--- config.mk ---
export PLATFORM = sky130hd
export DESIGN_NAME = ddmp_front
export DESIGN_NICKNAME = d
export VERILOG_FILES = /design/src/design/ddmp_pkg.sv /design/src/design/ddmp_front.sv
export SDC_FILE = /design/constraint.sdc
export NUM_CORES = 1
export LEC_CHECK = 0
export BUFFER_PORTS_ARGS = -buffer_cell sky130_fd_sc_hd__buf_2
export CORE_MARGIN = 2
export CORE_UTILIZATION = 40
export DETAILED_ROUTE_END_ITERATION = 10
export GPL_ROUTABILITY_DRIVEN = 0
export GPL_TIMING_DRIVEN = 0
export PLACE_DENSITY = 0.68
export SYNTH_ARGS = -nofsm -noshare
export SYNTH_HDL_FRONTEND = slang
export SYNTH_SLANG_ARGS = --single-unit
export TNS_END_PERCENT = 100
--- constraint.sdc ---
create_clock -name clock -period 13.47 [get_ports clock]
set_input_delay 2.0205 -clock clock [delete_from_list [all_inputs] [get_ports clock]]
set_output_delay 2.0205 -clock clock [all_outputs]
set_load 0.02 [all_outputs]
--- src/design/ddmp_pkg.sv ---
// ----------------------------------------------------------------------------
// ddmp_pkg
// Shared types and constants of the differential-drive motion profiler.
// ----------------------------------------------------------------------------
package ddmp_pkg;

   localparam int FRAC_BITS_DEF   = 16;
   localparam int SPEED_WIDTH_DEF = 19;
   localparam int GAIN_FRAC       = 16;
   localparam int WORK_W          = 48;
   localparam int QUEUE_DEPTH     = 2;
   localparam int REQ_DATA_W      = 184;
   localparam int CSR_ADDR_W      = 3;
   localparam int CSR_DATA_W      = 18;
   localparam int SQRT_STEPS      = 32;

   localparam logic [CSR_ADDR_W-1:0] CSR_RAMP_STEP  = 3'd0;
   localparam logic [CSR_ADDR_W-1:0] CSR_ACCEL      = 3'd1;
   localparam logic [CSR_ADDR_W-1:0] CSR_DECEL      = 3'd2;
   localparam logic [CSR_ADDR_W-1:0] CSR_GAIN       = 3'd3;
   localparam logic [CSR_ADDR_W-1:0] CSR_WHEEL_BASE = 3'd4;
   localparam logic [CSR_ADDR_W-1:0] CSR_TURN_ACCEL = 3'd5;

   localparam logic [15:0] RAMP_STEP_RST  = 16'd328;
   localparam logic [17:0] ACCEL_RST      = 18'd32768;
   localparam logic [17:0] DECEL_RST      = 18'd32768;
   localparam logic [15:0] GAIN_RST       = 16'd655;
   localparam logic [16:0] WHEEL_BASE_RST = 17'd16777;
   localparam logic [17:0] TURN_ACCEL_RST = 18'd32768;

   typedef enum logic [1:0] {
      MODE_NONE = 2'd0,
      MODE_STOP = 2'd1,
      MODE_MOVE = 2'd2,
      MODE_TURN = 2'd3
   } mode_type;

   typedef enum logic [2:0] {
      SQ_IDLE,
      SQ_MUL_LO,
      SQ_MUL_HI,
      SQ_SUM,
      SQ_SQRT,
      SQ_APPLY,
      SQ_OUT
   } seq_type;

   typedef struct packed {
      logic [1:0]         cmd;
      logic [17:0]        target_speed;
      logic [30:0]        distance;
      logic signed [31:0] turn_angle;
      logic signed [31:0] avg_position;
      logic signed [31:0] heading;
   } item_type;

endpackage

--- src/design/ddmp_front.sv ---
// ----------------------------------------------------------------------------
// ddmp_front
// Input side: takes request beats, averages wheel positions, and queues
// the items for the profile sequencer.
// ----------------------------------------------------------------------------
module ddmp_front (
   input  logic                                clock,
   input  logic                                reset,
   input  logic                                req_tvalid,
   output logic                                req_tready,
   input  logic [ddmp_pkg::REQ_DATA_W-1:0]     req_tdata,
   input  logic [1:0]                          req_tuser,
   output logic                                q_valid,
   input  logic                                q_pop,
   output ddmp_pkg::item_type                  q_item
);
   import ddmp_pkg::*;

   localparam int PTR_W = (QUEUE_DEPTH > 1) ? $clog2(QUEUE_DEPTH) : 1;
   localparam int CNT_W = $clog2(QUEUE_DEPTH + 1);

   item_type          slot_ff [QUEUE_DEPTH];
   logic [PTR_W-1:0]  wr_ff, wr_in, rd_ff, rd_in;
   logic [CNT_W-1:0]  count_ff, count_in;
   item_type          item;
   logic signed [32:0] pos_sum;
   logic              push;

   always_comb begin
      pos_sum = $signed({req_tdata[112], req_tdata[112:81]})
              + $signed({req_tdata[144], req_tdata[144:113]});
      item.cmd          = req_tuser;
      item.target_speed = req_tdata[17:0];
      item.distance     = req_tdata[48:18];
      item.turn_angle   = $signed(req_tdata[80:49]);
      item.avg_position = pos_sum[32:1];
      item.heading      = $signed(req_tdata[176:145]);
   end

   assign req_tready = count_ff != CNT_W'(QUEUE_DEPTH);
   assign push       = req_tvalid && req_tready;
   assign q_valid    = count_ff != '0;
   assign q_item     = slot_ff[rd_ff];

   always_comb begin
      wr_in    = push ? wr_ff + PTR_W'(1) : wr_ff;
      rd_in    = q_pop ? rd_ff + PTR_W'(1) : rd_ff;
      count_in = count_ff + CNT_W'(push) - CNT_W'(q_pop);
   end

   always_ff @(posedge clock) begin
      if (push) begin
         slot_ff[wr_ff] <= item;
      end
      if (reset) begin
         wr_ff    <= '0;
         rd_ff    <= '0;
         count_ff <= '0;
      end else begin
         wr_ff    <= wr_in;
         rd_ff    <= rd_in;
         count_ff <= count_in;
      end
   end

`ifndef SYNTHESIS
   a_no_pop_empty: assert property (@(posedge clock) disable iff (reset)
      q_pop |-> count_ff != '0)
      else $error("pop from empty queue");
`endif

endmodule

==> results of run 1 <==
[registers in the layout, summed over array words and instances, names as in the netlist, named ones only]
register	cells
slot_ff	294
rd_ff	1
wr_ff	1
count_ff	2
[routing by layer]
metal	vias to the layer above	global-route usage [%]	share of wire, %
met1	3781	18.88	39
li1	3651	-	-
met4	0	4.935	2.3
met3	49	4.370	8.3
met5	-	0	0
met2	278	29.47	50
[critical path, cell delays in order (launching register included)]
cell      delay, ns
dfxtp_1        0.35
clkbuf_1       0.59
clkbuf_1       0.66
mux2_2         0.41
buf_2          0.18
[cell usage after synthesis (all sizes together) (5+ instances only)]
master | instances | area share, %
o21ai | 14 | 0.58
mux2 | 147 | 13
ha | 33 | 3.3
inv | 7 | 0.21
nor3 | 8 | 0.32
nand3 | 6 | 0.24
o211ai | 5 | 0.37
xor2 | 12 | 0.83
a21oi | 33 | 1.4
nor2 | 30 | 0.91
nand4 | 5 | 0.25
nand2 | 25 | 0.74
and3 | 8 | 0.46
dfxtp | 5 | 0.79
edfxtp | 294 | 70
a21o | 15 | 0.92
clkbuf | 20 | 0.75
xnor2 | 20 | 1.4
[power by group]
part | switching [mW] | total, mW | internal, mW | leakage, nW
sequential | 0.0312 | 1.24 | 1.21 | 2.78
combinational | 0.385 | 0.621 | 0.235 | 2.88
clock | 0.340 | 0.876 | 0.536 | 0.505
[how the worst max path moves through the flow]
stage / from / to / slack, ns / cells after the start
final: register / q_item[23] / 8.71 / 4
after global routing: register / q_item[20] / 8.44 / 4
after detailed placement: req_tdata[81] / slot_ff[0][59]$_DFFE_PP_ / 8.89 / 10
after global placement: req_tvalid / slot_ff[0][56]$_DFFE_PP_ / 0.71 / 3
after CTS: register / q_item[20] / 8.49 / 4
after floorplan: req_tvalid / slot_ff[0][0]$_DFFE_PP_ / 4.59 / 2
[kinds of logic after synthesis]
| kind of cell | share of synthesized area, % |
|---|---|
| flip-flops | 70.29 |
| multiplexers | 13.03 |
| AO/OA/AOI/OAI | 6.225 |
| AND/OR/NAND/NOR | 3.625 |
| adder cells (fa/ha/maj) | 3.408 |
| XOR/XNOR | 2.206 |
| buffers and inverters | 1.212 |
[area by class of cell]
type | instances | area [sq um]
diodes | 4 | 10.01
plain buffers | 24 | 127.6
repair buffers | 338 | 1819
clock inverters | 17 | 239.0
fillers | 2682 | 15300
clock buffers | 39 | 805.8
well taps | 402 | 503.0
inverters | 7 | 26.28
multi-input cells | 411 | 3632
flip-flops and latches | 299 | 8929
[stage by stage]
step / total power [mW] / instances / hold WS [ns] / area, sq um / setup WS (ns)
5_1_grt: 2.852 / 1541 / 0.5610 / 16090 / 8.436
6_report: 2.736 / 1541 / 0.5111 / 16090 / 8.714
4_1_cts: 2.770 / 1537 / 0.5202 / 16080 / 8.485
2_1_floorplan: 1.675 / 741 / 0.4799 / 12700 / 4.592
3_5_place_dp: 1.885 / 1481 / 0.5014 / 15040 / 8.886
3_3_place_gp: 1.896 / 1474 / 0.4957 / 14860 / 0.7080
==> results.cfg, run 1 <==
[status]
status = finished, final reports clean

[cells_and_area]
final_common_cell = buf_2
layout-drive-gt1-share_pct = 49.78
areaGrowthSynthToFinish_pct = 26.68
nets = 1336
final_core_util_pct = 51.26
layout_common_cells = buf_2 (333), edfxtp_1 (294), mux2_2 (147)

[critical_path]
critical_path_class = register to output pin
worstReg2RegStart = count_ff[0]$_SDFF_PP0_
crit_fanout = 10
required_ns = 11.45
reg2reg_depth = 6
r2r_slack_ns = 11.23
arrival_ns = 2.74
cp-start-kind = register
reg2reg_to = slot_ff[0][42]$_DFFE_PP_
end_kind = output pin

[drt]
dr.pass1.iters = 5
routed_wl_mm = 28.32
vias = 7759
drt-initial-drc-count = 346
via_per_inst = 5.035
routedWlPerCell_um = 18.38
post-route-drc-count = 0
final_antenna_net_count = 0

[floorplan]
ios = 339
rows = 65
die_h_um = 182.2
core_area_sq_mm = 0.03139
start_util_pct = 40.46
die_area_sq_mm = 0.03320
die_w_um = 182.2

[clock_tree]
post_cts_buffers = 0
htree_levels = 1
clock-root-buffer = clkbuf_16
ctsHoldBuffers = 0
ctsResizeCount = 0
clock_sinks = 299
cts_buffers = 31
clk_pin_slew_worst_paths_ns = 0.06
clk_latency_ns = 0.55
cts_tree = built
clockBufferDepth = 3

[job]
max_cap_violations = 0

[pwr]
leakagePower_nw = 6.165
irDropWorstVdd_mv = 0.09750
power.density_mw_per_mm2 = 170.0

[sta]
finClkSkew_ns = 0.009776
rsz0062_at_grt = no
setup_viol = 0
max_freq_ghz = 0.2103
finalSetupTns_ns = 0
final.period_utilization_pct = 35.31
slew_headroom_pct = 46.20
min_period_ns = 4.756
final_max_slew_viol_count = 0
hold_violations = 0
max_slew.worst_pin.slew_ns = 0.8070

[global_route]
gr-total-overflow = 0
grt_max_degree = 56
antenna_found_initial = 4
grtUsageTotal_pct = 16.29
grt_pass1_vias = 7913
grt_pass1_wl_mm = 42.44

[yosys]
synth_ff_type = edfxtp_1
ys_types = 60
yosysSeqAreaShare_pct = 70.29
syn-mean-instance-area_sq_um = 17.14
syn_nets = 965
ys_warn_count = 0
ys_ff_latch = 299
ys_async_sr_fraction_pct = 0
syn_inst = 741
synth-edff-count = 294
synth_area_sq_mm = 0.01270

[hold_path]
whs_path_depth = 2
min-delay-start = rd_ff$_SDFFE_PP0P_
hp-class = register to register

[placed_design]
place_hpwl_mm = 20.53
portBuffers = 331
(Power assumes the default switching activity.)
==> run 2, diff against run 1 <==
--- a/config.mk
+++ b/config.mk
@@ -11,7 +11,7 @@
 export DETAILED_ROUTE_END_ITERATION = 10
 export GPL_ROUTABILITY_DRIVEN = 0
 export GPL_TIMING_DRIVEN = 0
-export PLACE_DENSITY = 0.68
+export PLACE_DENSITY = 0.71
 export SYNTH_ARGS = -nofsm -noshare
 export SYNTH_HDL_FRONTEND = slang
 export SYNTH_SLANG_ARGS = --single-unit
==> constraint.sdc (replaced) <==
create_clock -name clock -period 4.37 [get_ports clock]
set_input_delay 0.6555 -clock clock [delete_from_list [all_inputs] [get_ports clock]]
set_output_delay 0.6555 -clock clock [all_outputs]
set_load 0.02 [all_outputs]
==> results.cfg, run 2 (synthesis results as in run 1) <==
[status]
status = finished, final reports clean

[floorplan]
rows = 65
die_area_sq_mm = 0.03320
die_h_um = 182.2
ios = 339
start_util_pct = 40.46
die_w_um = 182.2
core_area_sq_mm = 0.03139

[drt]
routedWlPerCell_um = 17.86
dr.pass1.iters = 4
drt-initial-drc-count = 366
post-route-drc-count = 0
vias = 7743
final_antenna_net_count = 0
routed_wl_mm = 27.39
via_per_inst = 5.051

[hold_path]
hp-class = primary input to register

[cells_and_area]
reg.largest.list = slot_ff (294), count_ff (2)
nets = 1334
layout-drive-gt1-share_pct = 49.47
largest_reg_flops = 294
areaGrowthSynthToFinish_pct = 25.29
n_fill_cell = 2633
instances_no_fill = 1533
final_area_sq_mm = 0.01591
final_core_util_pct = 50.69
final_common_cell = buf_2
layout_common_cells = buf_2 (333), edfxtp_1 (294), mux2_2 (147)
top_register = slot_ff

[clock_tree]
ctsResizeCount = 0
clk_pin_slew_worst_paths_ns = 0.06
cts_buffers = 29
clockBufferDepth = 3
clk_latency_ns = 0.55
post_cts_buffers = 0
cts_tree = built
clock-root-buffer = clkbuf_16
ctsHoldBuffers = 0
htree_levels = 1
clock_sinks = 299

[sta]
max_slew.worst_pin.slew_ns = 0.7124
final_max_slew_viol_count = 0
min_period_ns = 3.343
setup_viol = 0
slew_headroom_pct = 52.51
rsz0062_at_grt = no
final.period_utilization_pct = 76.51
finClkSkew_ns = 0.01375
max_freq_ghz = 0.2991
hold_violations = 0

[job]
max_cap_violations = 0

[pwr]
p_sw_mw = 2.275
p_clk_share_pct = 28.9
comb_power_share_pct = 23.7
irDropWorstVdd_mv = 0.2249
power.share.switching_pct = 28.24
power.density_mw_per_mm2 = 506.1
seqPwrFrac_pct = 47.4
internal-power_mw = 5.780
leakagePower_nw = 6.083

[placed_design]
place_hpwl_mm = 20.18
dp_cells = 1481
portBuffers = 331
place_area_sq_mm = 0.01503

[critical_path]
arrival_ns = 2.69
critPathSlowestCell = clkbuf_1
end_kind = output pin
required_ns = 3.71
cp_slowest_stage_delay_ns = 0.61
critical_path_class = register to output pin
cp_common_cell = clkbuf_1
cp-start-kind = register
path_cells = clkbuf_1 -> clkbuf_1 -> mux2_2 -> buf_2
crit_fanout = 10

[global_route]
grt_max_degree = 59
gr-total-overflow = 0
use_met1_pct = 18.27
gr-usage-met3_pct = 3.911
busiest_layer = met2
grt_pass1_wl_mm = 41.13
grtUsageTotal_pct = 15.64
grt_pass1_vias = 7774
grtUsageMet2_pct = 28.29
antenna_found_initial = 4
run 2: path summary, 6_finish.rpt:
path / slack [ns] / cells after the start / end / startpoint
worst min register to register: 0.53 / 2 / rd_ff$_SDFFE_PP0P_ / rd_ff$_SDFFE_PP0P_
worst min-delay path: 0.29 / 1 / slot_ff[0][11]$_DFFE_PP_ / req_tdata[156]
worst max register to register: 2.20 / 6 / slot_ff[0][63]$_DFFE_PP_ / count_ff[0]$_SDFF_PP0_
worst max-delay path: 1.03 / 4 / q_item[110] / register
run 2: per-layer routing:
| layer | share of wire, % | vias to the layer above |
|---|---|---|
| met3 | 8.4 | 60 |
| met2 | 50 | 308 |
| met1 | 39 | 3719 |
| met4 | 2.8 | 6 |
| met5 | 0.18 | - |
| li1 | - | 3650 |
run 2: area by class of cell:
| type | count | area (sq um) | share of cell area [%] |
|---|---|---|---|
| sequential | 299 | 8929 | 56.11 |
| tap | 402 | 503.0 | 3.161 |
| inverter | 7 | 26.28 | 0.1651 |
| antenna | 1 | 2.502 | 0.01572 |
| buffer | 24 | 127.6 | 0.8019 |
| timing repair buffer | 338 | 1812 | 11.38 |
| clock inverter | 14 | 126.4 | 0.7941 |
| multi-input combinational | 411 | 3632 | 22.82 |
| clock buffer | 37 | 755.7 | 4.749 |
run 2: through the flow:
step | setup WS, ns | hold slack (ns) | TNS (ns) | total power, mW
after floorplan | 0.9841 | 0.4799 | 0 | 5.097
after global placement | -0.3525 | 0.4956 | -49.35 | 5.736
after detailed placement | 1.180 | 0.5111 | 0 | 5.800
after CTS | 0.8107 | 0.2648 | 0 | 8.153
after global routing | 0.7627 | 0.2722 | 0 | 8.400
final | 1.027 | 0.2933 | 0 | 8.055
run 2: power groups by stage:
stage	Combinational [mW]	Sequential [mW]	Clock [mW]
floorplan	1.22	3.88	0
global placement	1.82	3.91	0
detailed placement	1.92	3.88	0
CTS	1.93	3.82	2.40
global route	2.05	3.85	2.50
finish	1.91	3.82	2.33
run 2: critical path, delay by kind of cell, from the launching register on:
kind | cells | cell delay [ns]
buf+inv | 3 | 1.34
flops | 1 | 0.36
mux | 1 | 0.43
